### src/rtl/fdrt_pkg.sv
// ----------------------------------------------------------------------------
// fdrt_pkg: shared types and constants of the frame duration run table
// Word layouts of both channels, the run entry, the divider handshake and
// the sequencer states.
// ----------------------------------------------------------------------------
package fdrt_pkg;

	localparam int MAX_RUNS = 1024;
	localparam int RUN_AW   = $clog2(MAX_RUNS);
	localparam int CNT_W    = RUN_AW + 1;

	localparam logic [47:0] MAX48   = 48'hFFFF_FFFF_FFFF;
	localparam logic [31:0] MAX_CNT = 32'hFFFF_FFFF;

	typedef enum logic [1:0] {
		OP_APPEND = 2'd0,
		OP_F2T    = 2'd1,
		OP_T2F    = 2'd2,
		OP_CLEAR  = 2'd3
	} op_t;

	typedef enum logic [1:0] {
		ST_OK        = 2'd0,
		ST_NOT_FOUND = 2'd1,
		ST_FULL      = 2'd2
	} status_t;

	typedef struct packed {
		logic [1:0]         operation;
		logic [31:0]        entry_duration;
		logic signed [47:0] query_value;
	} req_word_t;

	typedef struct packed {
		logic [1:0]         status;
		logic signed [47:0] answer_value;
		logic [31:0]        found_duration;
		logic signed [47:0] frame_start;
		logic [47:0]        frames_total;
		logic [47:0]        duration_total;
	} rsp_word_t;

	typedef struct packed {
		logic [31:0] cnt;
		logic [31:0] dur;
	} run_t;

	typedef struct packed {
		logic        start;
		logic [47:0] dividend;
		logic [31:0] divisor;
	} div_req_t;

	typedef struct packed {
		logic        done;
		logic [47:0] quot;
		logic [31:0] rem;
	} div_rsp_t;

	typedef enum logic [3:0] {
		S_IDLE,
		S_APP_RD,
		S_APP_EV,
		S_WALK,
		S_F2T_MUL,
		S_F2T_ADD,
		S_DIV_GO,
		S_DIV_WAIT,
		S_DONE
	} state_t;

endpackage

### src/rtl/fdrt_div.sv
// ----------------------------------------------------------------------------
// fdrt_div: restoring divider
// 48-bit dividend by 32-bit divisor, one quotient bit per cycle.
// ----------------------------------------------------------------------------
module fdrt_div (
	input  logic               clk,
	input  logic               arst_n,
	input  fdrt_pkg::div_req_t req,
	output fdrt_pkg::div_rsp_t rsp
);
	import fdrt_pkg::*;

	logic        busy_q;
	logic [5:0]  cnt_q;
	logic [31:0] rem_q;
	logic [47:0] quo_q;
	logic [31:0] dsr_q;
	logic        done_q;
	logic [32:0] trial;
	logic        bit_ok;

	assign trial  = {rem_q, quo_q[47]};
	assign bit_ok = trial >= {1'b0, dsr_q};

	always_ff @(posedge clk or negedge arst_n) begin
		if (!arst_n) begin
			busy_q <= 1'b0;
			done_q <= 1'b0;
			cnt_q  <= '0;
		end else begin
			done_q <= 1'b0;
			if (req.start) begin
				busy_q <= 1'b1;
				cnt_q  <= '0;
			end else if (busy_q) begin
				cnt_q <= cnt_q + 6'd1;
				if (cnt_q == 6'd47) begin
					busy_q <= 1'b0;
					done_q <= 1'b1;
				end
			end
		end
	end

	always_ff @(posedge clk) begin
		if (req.start) begin
			rem_q <= '0;
			quo_q <= req.dividend;
			dsr_q <= req.divisor;
		end else if (busy_q) begin
			rem_q <= bit_ok ? 32'(trial - {1'b0, dsr_q}) : trial[31:0];
			quo_q <= {quo_q[46:0], bit_ok};
		end
	end

	assign rsp.done = done_q;
	assign rsp.quot = quo_q;
	assign rsp.rem  = rem_q;

endmodule

### config.mk
export PLATFORM = sky130hd
export DESIGN_NAME = fdrt_div
export DESIGN_NICKNAME = d
export VERILOG_FILES = /design/src/rtl/fdrt_pkg.sv /design/src/rtl/fdrt_div.sv
export SDC_FILE = /design/constraint.sdc
export NUM_CORES = 1
export LEC_CHECK = 0
export BUFFER_PORTS_ARGS = -buffer_cell sky130_fd_sc_hd__clkbuf_2
export CAP_MARGIN = 30
export CORE_ASPECT_RATIO = 0.6
export CORE_MARGIN = 4
export CORE_UTILIZATION = 54
export CTS_CLUSTER_DIAMETER = 200
export CTS_CLUSTER_SIZE = 12
export DETAILED_ROUTE_END_ITERATION = 7
export PLACE_DENSITY = 0.91
export REMOVE_ABC_BUFFERS = 1
export SYNTH_ARGS = -nofsm -noshare
export SYNTH_HDL_FRONTEND = slang
export SYNTH_SLANG_ARGS = --single-unit
### constraint.sdc
create_clock -name clk -period 3 [get_ports clk]
set_input_delay 0.15 -clock clk [delete_from_list [all_inputs] [get_ports clk]]
set_output_delay 0.15 -clock clk [all_outputs]
set_load 0.01 [all_outputs]
; After elaboration in Yosys (flattened, before gate mapping)
; Cells that the tools add are included.
[classes]
reduce_logical = 1
order_cmp = 1
eq_ne = 1
add_sub_neg = 2
n_mux = 11
[op_table]
columns = cell, n
row1 = 48-bit 2-to-1 mux, 2
row2 = 33-bit by 32-bit >= comparator with 1-bit output, 1
row3 = 32-bit 2-to-1 mux, 1
row4 = 32-bit subtractor, 1
row5 = 6-bit 2-to-1 mux, 2
row6 = "6-bit by 1-bit adder with 6-bit output, second input constant", 1
row7 = "6-bit == test, second input constant", 1
row8 = 1-bit 2-to-1 mux, 6
row9 = 2-bit nonzero test, 1
[word_totals]
elab_cells = 22
out_inout_bits = 81
input_bits = 83
ff_bits = 120

; Depth between registers and ports, before layout
[depth]
ltp_word = 4
mapped_depth = 13
ltp_nobuf = 12

; Least setup slack after synthesis
; Ideal clock, no wire load.
[synth_path]
path_type = register to register
from = register dsr_q[1]
to = register rem_q[27]
t_arrival_ns = 2.493
t_required_ns = 2.927
period_less_slack_ns = 2.566
path_buffers = 0
path_slack_ns = 0.434
setup_time_ns = 0.073
path_stages_with_launch = 12
path_cell_list = edfxtp_1 -> inv_1 -> ha_1 -> nor2b_1 -> o2111ai_1 -> nand2_1 -> a31oi_4 -> o21a_1 -> o21ai_2 -> mux2_2 -> o311a_1 -> nor3_2
[synth_between]
elab_chain_len = 2
elab_cells_between_ends = 3
classes_between = 1 x add/sub / 1 x order compare / 1 x mux
[synth_lines]
columns = element, line
row1 = from (decl), fdrt_div.sv:17  ; logic [31:0] dsr_q;
row2 = from (signal assigned), fdrt_div.sv:49  ; dsr_q <= req.divisor;
row3 = 32-bit subtractor / 33-bit by 32-bit >= comparator with 1-bit output (equally long branches), "fdrt_div.sv:51, fdrt_div.sv:23"
row4 = 32-bit 2-to-1 mux *, fdrt_div.sv:51  ; rem_q <= bit_ok ? 32'(trial - {1'b0, dsr_q}) : trial[31:0];
row5 = to (signal assigned), fdrt_div.sv:51
row6 = to (decl), fdrt_div.sv:15  ; logic [31:0] rem_q;
; Mark *: on every way between the ends. The rest lies on a longest branch, timed or not.
; A chain may end at the register's enable or synchronous reset.

; Final worst setup path
[layout_path]
from = register dsr_q[6]
to = register rem_q[2]
[layout_between]
elab_chain_len = 2
[layout_lines]
columns = element, line
row1 = 33-bit by 32-bit >= comparator with 1-bit output, fdrt_div.sv:23  ; assign bit_ok = trial >= {1'b0, dsr_q};
row2 = 32-bit 2-to-1 mux, fdrt_div.sv:51
; Every way passes these cells.

==> metrics.md <==
| Metric | Value |
|---|---|
| Status | `complete, no violations` |
| IO buf count | `163` |
| Initial Util | `between 50 and 60%` |
| #FFs+latches synth | `120` |
| Largest net degree at the start of global routing | `57` |
| Async SR Flop Fraction | `6.67%` |
| EDFF count, synth | `80` |
| Hold Fails Final Rpt | `0` |
| DR WL/cell | `between 15 and 20 microns` |
| Num rows | `31` |
| Req. time, crit path | `between 3 and 4 ns` |
| Hold WS | `slightly above 0.03 ns` |
| Period utilization | `between 90% and 100%` |
| Compound-Gate Fraction of Synth Area | `between 10% and 20%` |
| Pre-Repair DR Iteration Count | `5` |
| Final core occ | `roughly 73%` |
| Delay-heaviest family, CP | `compound AO/OA/AOI/OAI gates` |
| Tmin final | `~2.9 ns` |
| Kind of critical path | `flop to flop` |
| Clk Latency, worst-skew pair | `0.42 ns` |
| Met1 GRT Util | `35.2%` |
| Critical Path End Type | `flop` |
| Die Y | `around 95 microns` |
| Final WS setup | `roughly 0.13 ns` |
| Met2 usage | `38.1%` |
| Worst-path clk slew | `0.06 ns` |
| Slowest CP cell | `ha_1` |
| PD cells | `877 nW/um^2` |
| Post-DRT Antenna Nets | `0` |
| Worst-case reg-to-reg path depth | `13` |
| Adder-cell share of the synthesized area | `roughly 6.4%` |
| DRC violations left | `0` |
| Pre-CTS setup slack | `0.121 ns` |
| Placer Congestion | `1.02` |
| Diode count | `0` |
| Num CTS Buffers | `17` |
| Drt via density | `5.68` |
| Final setup fails | `0` |
| Most frequent cells in the layout | `clkbuf_2, nand2_1, edfxtp_1` |
| Initial antenna violation count | `0` |
| Global-route wire length before repair | `between 20 and 30 mm` |
| Synthesized cell area | `a little under 7000 sq um` |
| Xor/xnor share of the synthesized area | `3.90%` |
| Die width | `152 microns` |
| Vias in the first global route | `just under 6000` |
| CTS tree | `built` |
| Seq/Total Area, Yosys | `48.1%` |
| Gr ovfl total | `0` |
| Commonest non-fill, non-tap cell in the layout | `clkbuf_2` |
| Levels on crit path | `13` |
| M3 GR Usage | `6.32%` |
| Post-Synth Simple-Gate Area | `13.1%` |
| Max Clock Freq | `between 300 and 400 MHz` |
| Nets@finish | `~970` |
| Yosys cell types | `60` |
| Top FF cell, synth | `edfxtp_1` |
| Post-Layout Cell Count | `1033` |
| Hold path depth | `2` |
| Largest family of logic cells by synthesized area | `compound AO/OA/AOI/OAI gates` |
| Cells after Synth | `between 600 and 700` |
| Iter 0 DRT Violations | `a little over 500` |
| H-tree level count | `4` |
| Post-synthesis mux area share | `8.63%` |
| Final Max Slew Viols | `0` |
| Highest cell delay on the worst timing path | `0.37 ns` |
| Placed cell count | `around 970` |
| Crit-path max FO | `10` |
| Critical path cell sequence | `inv_1 -> ha_1 -> and3_2 -> nand2b_4 -> a2111oi_4 -> nand3b_2 -> a21oi_4 -> buf_4 -> o21ai_4 -> buf_4 -> o21ai_0 -> o21ai_1 -> a211oi_1` |
| Mean Syn Cell Area | `between 10 and 15 sq um` |
| CTS Root Cell | `clkbuf_16` |
| Core ar. | `~12000 sq um` |
| Vias | `between 5000 and 6000` |
| Clk sinks | `between 100 and 150` |
| Busiest layer in global routing | `met2` |
| Worst path buffer plus inverter count | `3` |
| Hold Path Class | `input pin to flop` |
| Fin area | `about 8900 sq um` |
| Layout Skew | `around 0.0077 ns` |
| IO Pins | `around 160` |
| Post-place instance area | `between 7000 and 8000 sq um` |
| Layout area overhead | `31.4%` |
| GRT Total Usage | `25.2%` |
| Crit path DAT | `roughly 3.2 ns` |
| Synthesis Warnings | `0` |
| Die area | `14400 sq um` |
| CP startpoint kind | `flop` |
| Crit-path most repeated cell | `buf_4` |
| VDD IR max | `0.000473 V` |
| Post-DP HPWL | `between 10 and 15 mm` |
| Pleak | `roughly 4 nW` |
| Clock buffer depth | `2` |
| Layout cells sized above 1 | `34.0%` |
| Worst-Margin Slew | `about 0.61 ns` |
| Max cap viols | `0` |
| Relative slew margins | `between 50 and 60%` |
| Post-Route WL | `around 18 mm` |
power by group:
part / leakage, nW / internal [mW] / switching [mW]
clock: 0.321 / 1.50 / 0.820
combinational: 2.44 / 1.32 / 1.81
sequential: 1.19 / 2.07 / 0.251
cells in the mapped netlist (5+ instances only):
cell type | count | area share (%)
a21o_1 | 12 | 1.3
clkbuf_1 | 20 | 1.1
xnor2_1 | 17 | 2.2
nand3_1 | 5 | 0.37
a311oi_1 | 24 | 3.1
nand4_1 | 14 | 1.3
xor2_1 | 13 | 1.7
inv_1 | 42 | 2.3
mux2_2 | 49 | 8.2
o211ai_1 | 5 | 0.56
nand2_1 | 87 | 4.8
dfxtp_1 | 32 | 9.5
o21a_1 | 5 | 0.56
nor2_1 | 55 | 3.1
a21oi_1 | 38 | 2.8
buf_2 | 11 | 0.82
dfrtp_1 | 8 | 3.0
nor2b_1 | 6 | 0.56
o21ai_0 | 22 | 1.6
edfxtp_1 | 80 | 36
ha_1 | 33 | 6.1
flip-flops by register name (all words and copies together), names as in the netlist:
name    count
quo_q      48
dsr_q      32
rem_q      32
cnt_q       6
busy_q      1
done_q      1
kinds of logic (layout without fill, tap and decap cells):
logic type,Yosys count,count (layout)
and+or+nand+nor,194,194
AOI/OAI and AO/OA,140,140
DFF,120,120
buffers and inverters,80,298
muxes,52,52
adders and majority gates,34,34
xor gates and xnor gates,30,30
path summary, 6_finish.rpt:
check                                        from                      to  slack [ns]
min                                       req[56]     quo_q[24]$_DFFE_PP_        0.03
max                            dsr_q[6]$_DFFE_PP_   rem_q[2]$_SDFFE_PP0P_        0.13
min in group asynchronous                  arst_n    cnt_q[4]$_DFFE_PN0P_        0.10
max reg2reg                    dsr_q[6]$_DFFE_PP_   rem_q[2]$_SDFFE_PP0P_        0.13
max in group asynchronous                  arst_n        busy_q$_DFF_PN0_        2.71
min reg2reg                rem_q[19]$_SDFFE_PP0P_  rem_q[20]$_SDFFE_PP0P_        0.52
metrics by stage:
stage               TNS, ns  total power, mW
floorplan                 0             4.19
global placement          0             5.14
detailed placement        0             5.21
CTS                       0             7.60
global route        -0.0612             8.17
finish                    0             7.76
area by class of cell:
cell class	instances	area, sq um
well taps	165	206
clock buffers	17	425
clock inverters	15	239
fillers	851	3280
inverters	42	158
flip-flops and latches	120	3240
repair buffers	224	1390
multi-input cells	450	3200
timing repair:
| action | 4_1_cts | 5_1_grt |
|---|---|---|
| resized for setup | 0 | 13 |
| endpoints found under the setup margin | 0 | 32 |
| setup buffers | 0 | 3 |
| endpoints found under the hold margin | 40 | 0 |
| hold buffers | 33 | 0 |
routing by layer:
metal  wire length, microns  share of wire, %
met2                   7720                43
met4                    510               2.9
met1                   7990                45
met5                      0                 0
met3                   1610               9.0
Note: power is estimated with default switching activity, not from simulation.
